`config.mk`:
```
export PLATFORM = sky130hd
export DESIGN_NAME = dmx_rgbw_fixture_controller
export DESIGN_NICKNAME = d
export VERILOG_FILES = /design/src/design/dmxrgbw_pkg.sv /design/src/design/dmxrgbw_show.sv /design/src/design/dmx_rgbw_fixture_controller.sv
export SDC_FILE = /design/constraint.sdc
export NUM_CORES = 1
export LEC_CHECK = 0
export CAP_MARGIN = 20
export CORE_ASPECT_RATIO = 0.5
export CORE_MARGIN = 4
export CORE_UTILIZATION = 56
export CTS_BUF_LIST = sky130_fd_sc_hd__clkbuf_4
export DETAILED_ROUTE_END_ITERATION = 12
export DONT_BUFFER_PORTS = 1
export PLACE_DENSITY_LB_ADDON = 0.1
export SLEW_MARGIN = 40
export SYNTH_ARGS = -nofsm -noshare
export SYNTH_HDL_FRONTEND = slang
export SYNTH_SLANG_ARGS = --single-unit
```
`constraint.sdc`:
```
create_clock -name clock -period 5.7 [get_ports clock]
set_input_delay 1.14 -clock clock [delete_from_list [all_inputs] [get_ports clock]]
set_output_delay 1.14 -clock clock [all_outputs]
set_load 0.02 [all_outputs]
```
`src/design/dmxrgbw_pkg.sv`:
```
`timescale 1ns / 1ps
// shared types and constants for the dmx rgbw fixture controller
package dmxrgbw_pkg;

   localparam int SLOT_CNT_W = 10;
   localparam int ANIM_W     = 10;
   localparam int ADDR_W     = 9;
   localparam int TIMEOUT_W  = 16;
   localparam int STEP_W     = 8;
   localparam int DUTY_W     = 7;
   localparam int CSR_IDX_W  = 2;
   localparam int CSR_DATA_W = 16;

   // item kinds
   localparam logic OP_BYTE = 1'b0;
   localparam logic OP_TICK = 1'b1;

   // register indexes
   localparam logic [CSR_IDX_W-1:0] CSR_START_ADDRESS = 2'd0;
   localparam logic [CSR_IDX_W-1:0] CSR_IDLE_TIMEOUT  = 2'd1;
   localparam logic [CSR_IDX_W-1:0] CSR_ANIM_STEP     = 2'd2;

   // fallback show modes
   localparam logic [ADDR_W-1:0] MODE_BEAT  = 9'd1;
   localparam logic [ADDR_W-1:0] MODE_ALL   = 9'd2;
   localparam logic [ADDR_W-1:0] MODE_RED   = 9'd3;
   localparam logic [ADDR_W-1:0] MODE_GREEN = 9'd4;
   localparam logic [ADDR_W-1:0] MODE_BLUE  = 9'd5;
   localparam logic [ADDR_W-1:0] MODE_WHITE = 9'd6;
   localparam logic [ADDR_W-1:0] MODE_FADE  = 9'd7;

   // fade phases
   localparam logic [1:0] PHASE_R2B = 2'd0;
   localparam logic [1:0] PHASE_B2G = 2'd1;
   localparam logic [1:0] PHASE_G2R = 2'd2;
   localparam logic [1:0] PHASE_HOLD = 2'd3;

   localparam logic [DUTY_W-1:0]    DUTY_FULL   = 7'd63;
   localparam logic [DUTY_W-1:0]    DUTY_ANIM_W = 7'd64;
   localparam logic [DUTY_W-1:0]    DUTY_RST_R  = 7'd2;
   localparam logic [TIMEOUT_W-1:0] IDLE_MAX    = 16'hFFFF;
   localparam logic [ADDR_W-1:0]    RST_START   = 9'd1;
   localparam logic [TIMEOUT_W-1:0] RST_TIMEOUT = 16'd50;
   localparam logic [STEP_W-1:0]    RST_STEP    = 8'd1;
   localparam logic [ANIM_W-1:0]    RST_ANIM_R  = 10'd255;

   typedef struct packed {
      logic       opcode;
      logic [7:0] rx_data;
      logic       framing_error;
      logic       beat;
   } req_type;

   typedef struct packed {
      logic [DUTY_W-1:0] red_duty;
      logic [DUTY_W-1:0] green_duty;
      logic [DUTY_W-1:0] blue_duty;
      logic [DUTY_W-1:0] white_duty;
      logic              dmx_active;
   } rsp_type;

   typedef struct packed {
      logic [DUTY_W-1:0] red;
      logic [DUTY_W-1:0] green;
      logic [DUTY_W-1:0] blue;
      logic [DUTY_W-1:0] white;
   } duty_type;

   typedef struct packed {
      logic              run;
      logic              beat;
      logic [ADDR_W-1:0] mode;
      logic [STEP_W-1:0] step;
   } show_ctl_type;

endpackage

```
`src/design/dmxrgbw_show.sv`:
```
`timescale 1ns / 1ps
// fallback light shows: beat colors, presets and the three-phase fade
module dmxrgbw_show (
   input  logic                     clock,
   input  logic                     reset,
   input  dmxrgbw_pkg::show_ctl_type ctl,
   input  dmxrgbw_pkg::duty_type     duty_cur,
   output dmxrgbw_pkg::duty_type     duty_next
);

   logic [1:0]                       beat_color_ff, beat_color_in;
   logic [1:0]                       phase_ff, phase_in;
   logic [dmxrgbw_pkg::ANIM_W-1:0]   red_ff, red_in;
   logic [dmxrgbw_pkg::ANIM_W-1:0]   green_ff, green_in;
   logic [dmxrgbw_pkg::ANIM_W-1:0]   blue_ff, blue_in;
   logic [dmxrgbw_pkg::ANIM_W-1:0]   step_ext;
   logic [dmxrgbw_pkg::ANIM_W-1:0]   falling;

   function automatic logic [dmxrgbw_pkg::DUTY_W-1:0] half8(
      input logic [dmxrgbw_pkg::ANIM_W-1:0] v);
      return v[7:1];
   endfunction

   assign step_ext = {{(dmxrgbw_pkg::ANIM_W-dmxrgbw_pkg::STEP_W){1'b0}}, ctl.step};

   always_comb begin
      beat_color_in = beat_color_ff;
      phase_in      = phase_ff;
      red_in        = red_ff;
      green_in      = green_ff;
      blue_in       = blue_ff;
      falling       = '0;
      duty_next     = duty_cur;
      unique case (ctl.mode)
         dmxrgbw_pkg::MODE_BEAT: begin
            if (ctl.beat) begin
               duty_next.red   = (beat_color_ff == 2'd0) ? dmxrgbw_pkg::DUTY_FULL : '0;
               duty_next.green = (beat_color_ff == 2'd1) ? dmxrgbw_pkg::DUTY_FULL : '0;
               duty_next.blue  = (beat_color_ff == 2'd2) ? dmxrgbw_pkg::DUTY_FULL : '0;
               duty_next.white = (beat_color_ff == 2'd3) ? dmxrgbw_pkg::DUTY_FULL : '0;
               beat_color_in   = beat_color_ff + 2'd1;
            end
         end
         dmxrgbw_pkg::MODE_ALL: begin
            duty_next = '{dmxrgbw_pkg::DUTY_FULL, dmxrgbw_pkg::DUTY_FULL,
                          dmxrgbw_pkg::DUTY_FULL, dmxrgbw_pkg::DUTY_FULL};
         end
         dmxrgbw_pkg::MODE_RED:   duty_next = '{dmxrgbw_pkg::DUTY_FULL, '0, '0, '0};
         dmxrgbw_pkg::MODE_GREEN: duty_next = '{'0, dmxrgbw_pkg::DUTY_FULL, '0, '0};
         dmxrgbw_pkg::MODE_BLUE:  duty_next = '{'0, '0, dmxrgbw_pkg::DUTY_FULL, '0};
         dmxrgbw_pkg::MODE_WHITE: duty_next = '{'0, '0, '0, dmxrgbw_pkg::DUTY_FULL};
         dmxrgbw_pkg::MODE_FADE: begin
            unique case (phase_ff)
               dmxrgbw_pkg::PHASE_R2B: begin
                  red_in  = red_ff - step_ext;
                  blue_in = blue_ff + step_ext;
                  falling = red_in;
               end
               dmxrgbw_pkg::PHASE_B2G: begin
                  blue_in  = blue_ff - step_ext;
                  green_in = green_ff + step_ext;
                  falling  = blue_in;
               end
               dmxrgbw_pkg::PHASE_G2R: begin
                  green_in = green_ff - step_ext;
                  red_in   = red_ff + step_ext;
                  falling  = green_in;
               end
               default: ;
            endcase
            if (phase_ff != dmxrgbw_pkg::PHASE_HOLD) begin
               duty_next = '{half8(red_in), half8(green_in), half8(blue_in),
                             dmxrgbw_pkg::DUTY_ANIM_W};
               // falling channel reached zero or went negative
               if (falling == '0 || falling[dmxrgbw_pkg::ANIM_W-1]) begin
                  phase_in = (phase_ff == dmxrgbw_pkg::PHASE_G2R) ?
                             dmxrgbw_pkg::PHASE_R2B : phase_ff + 2'd1;
               end
            end
         end
         default: ;
      endcase
   end

   always_ff @(posedge clock) begin
      if (reset) begin
         beat_color_ff <= '0;
         phase_ff      <= dmxrgbw_pkg::PHASE_R2B;
         red_ff        <= dmxrgbw_pkg::RST_ANIM_R;
         green_ff      <= '0;
         blue_ff       <= '0;
      end else if (ctl.run) begin
         beat_color_ff <= beat_color_in;
         phase_ff      <= phase_in;
         red_ff        <= red_in;
         green_ff      <= green_in;
         blue_ff       <= blue_in;
      end
   end

`ifndef SYNTH
   a_phase_never_hold: assert property (@(posedge clock) disable iff (reset)
      phase_ff != dmxrgbw_pkg::PHASE_HOLD)
      else $error("fade phase entered hold code");

   a_idle_no_change: assert property (@(posedge clock) disable iff (reset)
      !ctl.run |=> $stable(red_ff) && $stable(green_ff) && $stable(blue_ff)
                   && $stable(beat_color_ff))
      else $error("show state moved without a fallback tick");

   a_beat_advances: assert property (@(posedge clock) disable iff (reset)
      ctl.run && ctl.beat && ctl.mode == dmxrgbw_pkg::MODE_BEAT
      |=> beat_color_ff == $past(beat_color_ff) + 2'd1)
      else $error("beat color did not advance");
`endif

endmodule

```
`src/design/dmx_rgbw_fixture_controller.sv`:
```
`timescale 1ns / 1ps
// top level: dmx512 slot capture, idle timeout, duty registers and result register
//
// One result per transfer, one transfer per cycle: every item is handled by a
// single layer of logic between the request port and the result register, so
// the block takes a new item each cycle unless the result register is full and
// stalled. Received bytes count slots (a framing error restarts the count) and
// keep the four slots starting at start_address; a tick either shows those slots
// halved as RGBW duty or, after idle_timeout ticks without bytes, runs the
// fallback show picked by start_address. Results show up in the cycle after the
// request transfer.
module dmx_rgbw_fixture_controller #(
   parameter int MAX_SLOTS = 512
) (
   input  logic                                   clock,
   input  logic                                   reset,
   input  logic                                   req_valid,
   output logic                                   req_stall,
   input  dmxrgbw_pkg::req_type                   req_data,
   output logic                                   rsp_valid,
   input  logic                                   rsp_stall,
   output dmxrgbw_pkg::rsp_type                   rsp_data,
   input  logic                                   csr_we,
   input  logic [dmxrgbw_pkg::CSR_IDX_W-1:0]      csr_index,
   input  logic [dmxrgbw_pkg::CSR_DATA_W-1:0]     csr_wdata
);

   localparam logic [dmxrgbw_pkg::SLOT_CNT_W-1:0] SLOT_LIMIT =
      dmxrgbw_pkg::SLOT_CNT_W'(MAX_SLOTS);

   logic [dmxrgbw_pkg::ADDR_W-1:0]     start_ff;
   logic [dmxrgbw_pkg::TIMEOUT_W-1:0]  timeout_ff;
   logic [dmxrgbw_pkg::STEP_W-1:0]     step_ff;

   logic [dmxrgbw_pkg::SLOT_CNT_W-1:0] slot_ff, slot_in;
   logic [7:0]                         capture_ff [4];
   logic [dmxrgbw_pkg::TIMEOUT_W-1:0]  idle_ff, idle_in;
   dmxrgbw_pkg::duty_type              duty_ff, duty_in, show_duty;
   dmxrgbw_pkg::show_ctl_type          show_ctl;
   logic                               rsp_valid_ff;
   dmxrgbw_pkg::rsp_type               rsp_ff;

   logic                               req_xfer;
   logic                               active;
   logic [dmxrgbw_pkg::SLOT_CNT_W-1:0] slot_offset;
   logic                               cap_hit;
   logic                               is_byte;
   logic                               is_tick;

   assign req_stall = rsp_valid_ff && rsp_stall;
   assign req_xfer  = req_valid && !req_stall;
   assign is_byte   = req_data.opcode == dmxrgbw_pkg::OP_BYTE;
   assign is_tick   = req_data.opcode == dmxrgbw_pkg::OP_TICK;

   // configuration writes
   always_ff @(posedge clock) begin
      if (reset) begin
         start_ff   <= dmxrgbw_pkg::RST_START;
         timeout_ff <= dmxrgbw_pkg::RST_TIMEOUT;
         step_ff    <= dmxrgbw_pkg::RST_STEP;
      end else if (csr_we) begin
         unique case (csr_index)
            dmxrgbw_pkg::CSR_START_ADDRESS: start_ff   <= csr_wdata[dmxrgbw_pkg::ADDR_W-1:0];
            dmxrgbw_pkg::CSR_IDLE_TIMEOUT:  timeout_ff <= csr_wdata;
            dmxrgbw_pkg::CSR_ANIM_STEP:     step_ff    <= csr_wdata[dmxrgbw_pkg::STEP_W-1:0];
            default: ;
         endcase
      end
   end

   assign slot_offset = slot_ff - {1'b0, start_ff};
   assign cap_hit = (slot_ff >= {1'b0, start_ff}) &&
                    (slot_offset < dmxrgbw_pkg::SLOT_CNT_W'(4));

   always_comb begin
      slot_in = slot_ff;
      idle_in = idle_ff;
      if (is_byte) begin
         idle_in = '0;
         if (req_data.framing_error) begin
            slot_in = '0;
         end else if (slot_ff <= SLOT_LIMIT) begin
            slot_in = slot_ff + dmxrgbw_pkg::SLOT_CNT_W'(1);
         end
      end else if (idle_ff != dmxrgbw_pkg::IDLE_MAX) begin
         idle_in = idle_ff + dmxrgbw_pkg::TIMEOUT_W'(1);
      end
   end

   assign active = idle_in < timeout_ff;

   assign show_ctl = '{run:  req_xfer && is_tick && !active,
                       beat: req_data.beat,
                       mode: start_ff,
                       step: step_ff};

   dmxrgbw_show u_show (
      .clock     (clock),
      .reset     (reset),
      .ctl       (show_ctl),
      .duty_cur  (duty_ff),
      .duty_next (show_duty)
   );

   always_comb begin
      duty_in = duty_ff;
      if (is_tick) begin
         if (active) begin
            duty_in = '{capture_ff[0][7:1], capture_ff[1][7:1],
                        capture_ff[2][7:1], capture_ff[3][7:1]};
         end else begin
            duty_in = show_duty;
         end
      end
   end

   always_ff @(posedge clock) begin
      if (reset) begin
         slot_ff <= '0;
         idle_ff <= dmxrgbw_pkg::IDLE_MAX;
         duty_ff <= '{dmxrgbw_pkg::DUTY_RST_R, '0, '0, '0};
         for (int i = 0; i < 4; i++) begin
            capture_ff[i] <= '0;
         end
      end else if (req_xfer) begin
         slot_ff <= slot_in;
         idle_ff <= idle_in;
         duty_ff <= duty_in;
         if (is_byte && !req_data.framing_error && slot_ff <= SLOT_LIMIT && cap_hit) begin
            capture_ff[slot_offset[1:0]] <= req_data.rx_data;
         end
      end
   end

   // result register, refilled on every request transfer
   always_ff @(posedge clock) begin
      if (reset) begin
         rsp_valid_ff <= 1'b0;
      end else if (req_xfer) begin
         rsp_valid_ff <= 1'b1;
      end else if (!rsp_stall) begin
         rsp_valid_ff <= 1'b0;
      end
   end

   always_ff @(posedge clock) begin
      if (req_xfer) begin
         rsp_ff <= '{duty_in.red, duty_in.green, duty_in.blue, duty_in.white, active};
      end
   end

   assign rsp_valid = rsp_valid_ff;
   assign rsp_data  = rsp_ff;

`ifndef SYNTH
   a_result_follows: assert property (@(posedge clock) disable iff (reset)
      req_xfer |=> rsp_valid_ff)
      else $error("request transfer gave no result");

   a_byte_keeps_duty: assert property (@(posedge clock) disable iff (reset)
      req_xfer && is_byte |=> $stable(duty_ff))
      else $error("received byte changed the duties");

   a_active_matches: assert property (@(posedge clock) disable iff (reset)
      req_xfer |=> rsp_ff.dmx_active == (idle_ff < timeout_ff))
      else $error("dmx_active disagrees with idle count");

   a_byte_clears_idle: assert property (@(posedge clock) disable iff (reset)
      req_xfer && is_byte |=> idle_ff == '0)
      else $error("idle count not cleared by a byte");
`endif

endmodule

```
# After elaboration in Yosys (flattened, before gate mapping)
# Memory sizes are Yosys's and may differ from the RTL's.
# Index checks and enable logic that the tools add are counted.
totals:
  ff_bits: 151
  latch_bits: 0
  ram_bits: 32
  romBits: 0
  in_bits: 34
  output_inout_bits: 31
  elab_cells: 118
  memories: 1
memory_table:
  columns: ["memory", "words", "word_bits", "rd", "rd_ports_with_merged_regs", "wr", "line", "rtl"]
  rows:
  - ["capture_ff", 4, 8, 4, 0, 4, "dmx_rgbw_fixture_controller.sv:36", "logic [7:0] capture_ff [4];"]
classes:
  n_addsub: 11
  n_mul: 0
  div: 0
  n_lt_le_gt_ge: 4
  eq_ne: 17
  n_shift: 0
  muxes: 30
  bitwise: 1
  n_reduce_logical: 31
ops:
  columns: ["cell", "count"]
  rows:
  - ["$pmux W28 S7", 1]
  - ["$mux W28", 4]
  - ["$pmux W10 S2", 3]
  - ["$eq A9 B3 Y1 const B", 4]
  - ["$mux W16", 2]
  - ["$add A10 B8 Y10", 3]
  - ["$mux W10", 3]
  - ["$pmux W10 S3", 1]
  - ["$sub A10 B8 Y10", 3]
  - ["$mux W6", 4]
  - ["$eq A9 B2 Y1 const B", 2]
  - ["$add A16 B1 Y16 const B", 1]
  - ["$lt A16 B16 Y1", 1]
  - ["$ne A16 B16 Y1 const B", 1]
  - ["$reduce_and A3 Y1", 5]
  - ["$add A10 B1 Y10 const B", 1]
  - ["$ge A10 B9 Y1", 1]
  - ["$le A10 B10 Y1 const B", 1]
  - ["$logic_not A10 Y1", 1]
  - ["$lt A10 B3 Y1 const B", 1]
  - ["$sub A10 B9 Y10", 1]
  - ["$eq A9 B1 Y1 const B", 1]
  - ["$mux W1", 9]
  - ["$eq A2 B2 Y1 const B", 4]
  - ["other kinds (15)", 36]

# Logic depth before layout (Yosys ltp)
# Gate-level depths: netlist of run 1.
depth:
  depth_word: 10
  depth_mapped: 19
  depth_no_buf: 18

# Cells and area by module
# Synthesis of run 1 repeated with hierarchy kept, for this count alone.
hier_totals:
  hier_cells: 1508
  area_unflattened_um2: 12522.0
by_module_without_submodules:
  columns: ["mod", "instances", "cells_per_inst", "area_per_inst_um2"]
  rows:
  - ["dmx_rgbw_fixture_controller", 1, 779, 7389.6]
  - ["dmxrgbw_show", 1, 729, 5132.4]

# Worst setup path after synthesis of run 1
# Ideal clock, no wire load.
synth_timing:
  path_type: "input-to-reg"
  startpoint: "input port req_data[10] (netlist name)"
  endpoint: "register rsp_ff, in the netlist rsp_data[9], data pin"
  arrival_time_ns: 4.380
  required_time_ns: 5.440
  path_slack_ns: 1.061
  stages: 14
  n_path_buf: 5
  cell_sequence: "clkbuf_1 -> inv_1 -> clkbuf_1 -> clkbuf_1 -> clkbuf_1 -> nor2_1 -> ha_1 -> and3_1 -> a221o_1 -> a221oi_2 -> nand2_2 -> buf_2 -> mux2_1 -> mux2_2"
synth_lines:
  columns: ["item", "line", "rtl"]
  rows:
  - ["from (decl)", "dmx_rgbw_fixture_controller.sv:19", "input dmxrgbw_pkg::req_type req_data,"]
  - ["to (signal assigned)", "dmx_rgbw_fixture_controller.sv:148", "rsp_ff <= '{duty_in.red, duty_in.green, duty_in.blue, duty_in.white, active};"]
  - ["to (decl)", "dmx_rgbw_fixture_controller.sv:41", "dmxrgbw_pkg::rsp_type rsp_ff;"]

# Worst setup path after layout of run 1
layout_timing:
  startpoint: "register idle_ff[0] (netlist name)"
  endpoint: "register duty_ff[0] (netlist name)"
layout_via:
  elab_chain_cells: 6
  word_cells_on_any_way: 7
  cone_classes: "add/sub: 1; order compare: 1; eq/ne: 1; mux: 4"
layout_lines:
  columns: ["item", "line", "rtl"]
  rows:
  - ["from (decl)", "dmx_rgbw_fixture_controller.sv:37", "logic [dmxrgbw_pkg::TIMEOUT_W-1:0] idle_ff, idle_in;"]
  - ["from (signal assigned)", "dmx_rgbw_fixture_controller.sv:120", "idle_ff <= dmxrgbw_pkg::IDLE_MAX;"]
  - ["from (signal assigned)", "dmx_rgbw_fixture_controller.sv:127", "idle_ff <= idle_in;"]
  - ["$add A16 B1 Y16 or $ne A16 B16 Y1 (tied branches)", "dmx_rgbw_fixture_controller.sv:86, dmx_rgbw_fixture_controller.sv:85", null]
  - ["$mux W16 (*)", "dmx_rgbw_fixture_controller.sv:85", "end else if (idle_ff != dmxrgbw_pkg::IDLE_MAX) begin"]
  - ["$mux W16 (*)", "dmx_rgbw_fixture_controller.sv:78", "if (is_byte) begin"]
  - ["named net idle_in, one bit", "dmx_rgbw_fixture_controller.sv:37", null]
  - ["$lt A16 B16 Y1 (*)", "dmx_rgbw_fixture_controller.sv:90", "assign active = idle_in < timeout_ff;"]
  - ["$mux W28 (*)", "dmx_rgbw_fixture_controller.sv:108", "if (active) begin"]
  - ["$mux W28 (*)", "dmx_rgbw_fixture_controller.sv:107", "if (is_tick) begin"]
  - ["to (signal assigned)", "dmx_rgbw_fixture_controller.sv:121", "duty_ff <= '{dmxrgbw_pkg::DUTY_RST_R, '0, '0, '0};"]
  - ["to (signal assigned)", "dmx_rgbw_fixture_controller.sv:128", "duty_ff <= duty_in;"]
  - ["to (decl)", "dmx_rgbw_fixture_controller.sv:38", "dmxrgbw_pkg::duty_type duty_ff, duty_in, show_duty;"]
# Mark *: on every way through the listed nets, which the timed path passes. The rest lies on a longest branch.
# A chain may end at the register's enable or synchronous reset.

==> impl_metrics.json, run 1 <==
{
  "outcome": "complete, no violations",
  "place_hpwl_um": 23500,
  "max_slew_margin": 0.493,
  "fin_skew_ns": 0.0274,
  "fin_cells": 1662,
  "synth_area_leader_cell": "dfxtp_1",
  "antenna_found_initial": 0,
  "power.density_nw_per_um2": 224,
  "first_iter_violations": 911,
  "p_leak_nw": 4.80,
  "hold_viol": 0,
  "cts_buffers": 17,
  "crit_chain": "ha_1, nand3_1, nor4_4, nand2_1, a31oi_1, ha_1, a21o_1, a221o_1, a221oi_2, nand2_2, buf_4, a21oi_1, and2_1, o221a_2",
  "arrival_ns": 5.81,
  "die_w_um": 213,
  "clkPwrFrac": 0.277,
  "end_kind": "register",
  "drt-vias-per-instance": 6.30,
  "critPathSlowestCell": "a221oi_2",
  "rows": 37,
  "p_switching_mw": 0.919,
  "rsz0062_at_grt": "false",
  "vias": 10500,
  "nNetsFinal": 1500,
  "period_share": 0.914,
  "ys_top_cells_by_area": "dfxtp_1 (21%), edfxtp_1 (15%), ha_1 (8.8%), nor2_1 (4.9%), nand2_1 (4.8%)",
  "cp.required_ns": 6.30,
  "postCtsSetupBuffers": 0,
  "crit_top_cell": "ha_1",
  "grt-ovfl-total": 0,
  "internal_power_mw": 1.82,
  "ant_nets": 0,
  "syn_area_um2": 11800,
  "fmax_mhz": 192,
  "portBuffers": 0,
  "maxCapViolCount": 0,
  "synth_cells": 1427,
  "grt_max_degree": 59,
  "drive_above_1_share": 0.0626,
  "async_flop_share": 0,
  "synth_commonest_cells": "nor2_1 (154), nand2_1 (150), dfxtp_1 (122)",
  "place_ws_ns": 0.663,
  "syn_nets": 1551,
  "share_comb_of_total_power": 0.185,
  "die_area_um2": 23600,
  "slew_viol_final": 0,
  "cts_sinks": 179,
  "grt_pass1_wl_um": 51900,
  "h-tree-depth": 4,
  "grt_pass1_vias": 9931,
  "path_max_fanout": 28,
  "postSynthAreaPerCell_um2": 8.26,
  "sw_frac_of_total": 0.336,
  "seq_area_frac_synth": 0.353,
  "path_class": "reg -> reg",
  "totalWireLength_um": 32300,
  "clock_path_buffers": 2,
  "synth_top_cell_area_share": 0.207,
  "power_frac_seq": 0.538,
  "wl_per_cell_um": 19.5,
  "cp_top_family": "compound AO/OA/AOI/OAI gates",
  "drc": 0,
  "cts-root-buf": "clkbuf_4",
  "final_area_um2": 12200,
  "irDropWorstVdd_v": 0.000139,
  "yosys.cell_count.top_type": "nor2_1",
  "clock_latency_ns": 0.64,
  "grt_usage": 0.276,
  "path_clk_slew_ns": 0.17,
  "firstDrtPassIters": 5,
  "initial_utilization": 0.572,
  "gp_congestion": 0.953,
  "synth_seq_cells": 179,
  "ys_warn_count": 0,
  "hold_path.class": "reg -> reg",
  "finalSetupViolations": 0,
  "synth_flop_cell": "dfxtp_1",
  "tightest_slew_ns": 0.758,
  "area_growth_pct": 3.54,
  "coreArea_um2": 20600,
  "cp.buffers_inverters": 1,
  "period_minus_slack_ns": 5.21,
  "fin_setup_tns_ns": 0,
  "placed_area_um2": 11900,
  "synth-edff-count": 57,
  "startpoint_type": "register",
  "cts_hold_buf": 0,
  "fin_ws_ns": 0.490,
  "n_antenna_cell": 0,
  "cts_resized": 0,
  "dp.cells": 1630,
  "cts_tree": "built",
  "fp.dieH_um": 111,
  "pin_count": 65,
  "max_stage_delay_ns": 0.59,
  "synth.distinct_cells": 80
}
## layout by cell type (no fill, tap or decap), types with 13 or more instances in the layout
master    Yosys  layout
dfxtp_1     122     122
nand2b_1     22      22
buf_4         0      14
or3_1        17      17
edfxtp_1     57      57
inv_1        76      75
a31oi_1      18      18
xor2_1       20      20
nor2b_1      16      16
a21oi_1      92      92
clkbuf_4      0      17
nand2_1     150     150
nor3_1       51      51
ha_1         83      83
o21ai_1      12      13
nand4_1      15      15
nand3_1      46      46
a21o_1       15      15
a211oi_1     16      16
mux2i_1      19      19
nor2_1      154     154
xnor2_1      25      25
o21ai_0      91      90
## stage by stage
| stage | utilization | total power, mW | hold WS, ns |
|---|---|---|---|
| after floorplan | - | 1.88 | 0.436 |
| after global placement | 0.577 | 1.98 | 0.439 |
| after detailed placement | 0.578 | 2.00 | 0.441 |
| after CTS | 0.592 | 2.75 | 0.463 |
| after global routing | 0.592 | 2.89 | 0.478 |
| final | 0.592 | 2.74 | 0.463 |
## state kept, by name (all words and copies together) (netlist names)
signal / count
capture_ff: 28
duty_ff: 28
idle_ff: 16
rsp_data: 29
rsp_valid: 1
slot_ff: 10
start_ff: 9
step_ff: 8
timeout_ff: 16
u_show.beat_color_ff: 2
u_show.blue_ff: 10
u_show.green_ff: 10
u_show.phase_ff: 2
u_show.red_ff: 10
## worst reg2reg max path: cells and delay by family, from the launching register on
kind                     cells  cell delay [ns]
adder cells (fa/ha/maj)      2             0.56
flip-flops                   1             0.50
AO/OA/AOI/OAI                6             2.16
AND/OR/NAND/NOR              5             1.62
buffers and inverters        1             0.33
## power by group through the flow
stage	clock, mW	combinational [mW]	sequential, mW
floorplan	0	0.398	1.48
global placement	0	0.484	1.50
detailed placement	0	0.498	1.50
CTS	0.779	0.500	1.47
global route	0.840	0.567	1.48
finish	0.758	0.506	1.47
## per-layer routing
layer	GRT usage	part of all wire
met1	0.379	0.45
met2	0.436	0.45
met3	0.0607	0.068
met4	0.0869	0.026
met5	0	0
## final timing paths
path                                                   from                           to  slack (ns)  depth (start not counted)
worst min register to register  timeout_ff[10]$_SDFFE_PP0P_  timeout_ff[10]$_SDFFE_PP0P_        0.46                          2
worst min-delay path            timeout_ff[10]$_SDFFE_PP0P_  timeout_ff[10]$_SDFFE_PP0P_        0.46                          2
worst max register to register      idle_ff[0]$_SDFFE_PP1P_      duty_ff[0]$_SDFFE_PP0P_        0.49                         14
worst max-delay path                idle_ff[0]$_SDFFE_PP1P_      duty_ff[0]$_SDFFE_PP0P_        0.49                         14
## kinds of logic (layout without fill, tap and decap cells)
kind of cell	after synthesis	count (layout)	share of synthesized area
AO/OA/AOI/OAI	393	393	0.223
XOR/XNOR	45	45	0.0335
adder cells (fa/ha/maj)	90	90	0.100
buffers and inverters	162	124	0.0543
flip-flops	179	179	0.353
multiplexers	27	27	0.0238
AND/OR/NAND/NOR	531	531	0.213
## cell type report
cell class	count	area (µm²)
clock inverter	15	165
tap	273	342
multi-input combinational	1086	7010
sequential	179	4150
inverter	78	293
fill	1925	8400
clock buffer	17	128
timing repair buffer	14	105
Power figures use the tool's default switching activity.
==> run 2, diff against run 1 <==
--- a/config.mk
+++ b/config.mk
@@ -16,4 +16,5 @@
 export SLEW_MARGIN = 40
 export SYNTH_ARGS = -nofsm -noshare
 export SYNTH_HDL_FRONTEND = slang
+export SYNTH_HIERARCHICAL = 1
 export SYNTH_SLANG_ARGS = --single-unit
==> run 2 against run 1 <==
Effect of this change: combinational power increased by 24%; clock skew decreased by 0.0080 ns; largest power group unchanged; die area increased by 5.9%; critical path depth increased by 2; register-to-register slack improved by 0.21 ns; wire length increased by 14%.
==> impl_metrics.json, run 2 <==
{
  "path_clk_slew_ns": 0.17,
  "arrival_ns": 5.60,
  "firstDrtPassIters": 5,
  "crit_top_cell": "nor2_1",
  "whs_path_depth": 2,
  "total_power_mw": 2.89,
  "final_cell_mix": "nor2_1 (209), nand2_1 (138), a21oi_1 (126)",
  "r2r_start": "idle_ff[11]$_SDFFE_PP1P_",
  "yosys.cell_count.top_type": "nor2_1",
  "hold_path.class": "reg -> reg",
  "die_area_um2": 25000,
  "fmax_mhz": 200,
  "rr_endpoint": "u_show/green_ff[9]$_SDFFE_PP0P_",
  "synth_area_leader_cell": "dfxtp_1",
  "coreArea_um2": 21800,
  "grt_pass1_vias": 10700,
  "die_w_um": 219,
  "drive_above_1_share": 0.0590,
  "wl_per_cell_um": 20.8,
  "postSynthAreaPerCell_um2": 8.30,
  "cts-root-buf": "clkbuf_4",
  "drt-vias-per-instance": 6.51,
  "path_class": "reg -> reg",
  "clock_path_buffers": 2,
  "pin_count": 65,
  "dr_wl_met2_um": 16400,
  "slew_viol_final": 0,
  "path_max_fanout": 8,
  "synth_compound_area_frac": 0.263,
  "synth.distinct_cells": 87,
  "p_leak_nw": 4.93,
  "drt-met1-wl_um": 16200,
  "r2r_slack_ns": 0.70,
  "totalWireLength_um": 36900,
  "synth_xor_area_frac": 0.0329,
  "ys_top_cells_by_area": "dfxtp_1 (20%), edfxtp_1 (14%), ha_1 (8.4%), nor2_1 (6.3%), a21oi_1 (5.0%)",
  "grt_pass1_wl_um": 57400,
  "tightest_slew_ns": 0.798,
  "final_common_cell": "nor2_1",
  "gp_congestion": 0.903,
  "maxCapViolCount": 0,
  "largest_reg_flops": 29,
  "drc": 0,
  "grt_max_degree": 79,
  "whs_ns": 0.469,
  "first_iter_violations": 1260,
  "max_slew_margin": 0.465,
  "syn_nets": 1633,
  "power.density_nw_per_um2": 222,
  "synth_flop_cell": "dfxtp_1",
  "period_share": 0.876,
  "period_minus_slack_ns": 5.00,
  "portBuffers": 0,
  "synth_seq_cells": 179,
  "antenna_found_initial": 1,
  "top_layer_used": "met5",
  "async_flop_share": 0,
  "synth.area.mux_share": 0.0229,
  "max_stage_delay_ns": 0.52,
  "outcome": "complete, no violations",
  "ff2ff_path_depth": 16,
  "h-tree-depth": 4,
  "rsz0062_at_grt": "false",
  "critPathSlowestCell": "dfxtp_1",
  "n_antenna_cell": 0,
  "hold_viol": 0,
  "startpoint_type": "register",
  "end_kind": "register",
  "cts_hold_buf": 0,
  "worstHoldStart": "timeout_ff[7]$_SDFFE_PP0P_",
  "ant_nets": 0,
  "grt-ovfl-total": 0,
  "finalSetupViolations": 0,
  "vias": 11500,
  "rows": 38,
  "nNetsFinal": 1586,
  "clock_latency_ns": 0.66,
  "synth_fa_ha_area_frac": 0.0951,
  "cts_resized": 0,
  "cp.required_ns": 6.31,
  "place_hpwl_um": 26100,
  "endpoint": "u_show/green_ff[9]$_SDFFE_PP0P_",
  "dr_wl_met3_um": 3450,
  "ys_warn_count": 6,
  "cts_tree": "built",
  "synth_top_family_by_area": "compound AO/OA/AOI/OAI gates",
  "critPathLaunch": "idle_ff[11]$_SDFFE_PP1P_",
  "postCtsSetupBuffers": 0,
  "cts_sinks": 179,
  "cts_buffers": 17,
  "fin_skew_ns": 0.0194,
  "synth_top_cell_area_share": 0.195,
  "syn_area_um2": 12500,
  "fin_setup_tns_ns": 0,
  "synth-edff-count": 57,
  "crit_chain": "nand4_2, or2_2, o2111ai_1, nor2_1, xnor2_1, nor2_1, ha_1, nand4_1, nor2_1, a21boi_0, nor2_1, and2_1, nand2_4, or3_1, mux2_2, a21oi_1",
  "synth_commonest_cells": "nor2_1 (211), nand2_1 (138), a21oi_1 (126)",
  "irDropWorstVdd_v": 0.000158,
  "area_growth_pct": 3.76,
  "synthSimpleGateAreaFrac": 0.200,
  "fp.dieH_um": 114,
  "seq_area_frac_synth": 0.332,
  "initial_utilization": 0.574,
  "synth_cells": 1508,
  "grt_usage": 0.292
}
-- run 2: cell count changes in the layout (fill, tap and decap cells not counted), sizes merged, moves of 7 or more --
cell,delta
nor2,+58
o21ai,-38
a21oi,+35
a221o,+29
a22o,+28
nand3,-26
o221a,+22
nand2,-13
o21a,+12
or3,-8
a221oi,-7
a31oi,-7
o211a,-7
-- run 2: report_power, final --
part | switching, mW | internal, mW
Clock | 0.544 | 0.235
Combinational | 0.390 | 0.239
Sequential | 0.0873 | 1.39
-- run 2: critical path: cells and delay by family (launching register included) --
family	cells	cell delay [ns]
and+or+nand+nor	10	2.81
AOI/OAI and AO/OA	3	0.79
DFF	1	0.52
adders and majority gates	1	0.34
muxes	1	0.27
xor gates and xnor gates	1	0.21
-- run 2: metrics by stage --
stage | worst slack (ns) | util | cells | cell area (µm²)
global placement | 0.998 | 0.580 | 1741 | 12700
floorplan | 0.954 | - | 1508 | 12500
finish | 0.705 | 0.595 | 1774 | 13000
detailed placement | 0.833 | 0.582 | 1742 | 12700
global route | 0.373 | 0.595 | 1774 | 13000
CTS | 0.777 | 0.595 | 1774 | 13000
-- run 2: cells by family (layout without fill, tap and decap cells) --
| group | count (synthesis) | in the layout |
|---|---|---|
| compound gates | 459 | 459 |
| xor+xnor | 47 | 47 |
| fa+ha+maj | 91 | 91 |
| buf+inv | 166 | 132 |
| flops | 179 | 179 |
| mux | 28 | 28 |
| simple gates | 538 | 538 |
-- run 2: worst min path at each step --
stage | to | slack, ns
after floorplan | timeout_ff[10]$_SDFFE_PP0P_ | 0.44
after global placement | timeout_ff[15]$_SDFFE_PP0P_ | 0.44
after detailed placement | timeout_ff[10]$_SDFFE_PP0P_ | 0.45
after CTS | timeout_ff[15]$_SDFFE_PP0P_ | 0.47
after global routing | u_show/blue_ff[4]$_SDFFE_PP0P_ | 0.47
final | timeout_ff[7]$_SDFFE_PP0P_ | 0.47
-- run 2: layout make-up --
| cell class | instances | area [µm²] |
|---|---|---|
| clock buffer | 17 | 128 |
| clock inverter | 15 | 168 |
| fill | 1957 | 8830 |
| inverter | 83 | 312 |
| multi-input combinational | 1163 | 7720 |
| sequential | 179 | 4150 |
| tap | 300 | 375 |
| timing repair buffer | 17 | 135 |
-- run 2: metal layers --
metal | vias to the layer above | track usage
met3 | 65 | 0.0772
met4 | 2 | 0.0812
met1 | 5557 | 0.399
met5 | - | 0
met2 | 506 | 0.459
li1 | 5410 | -
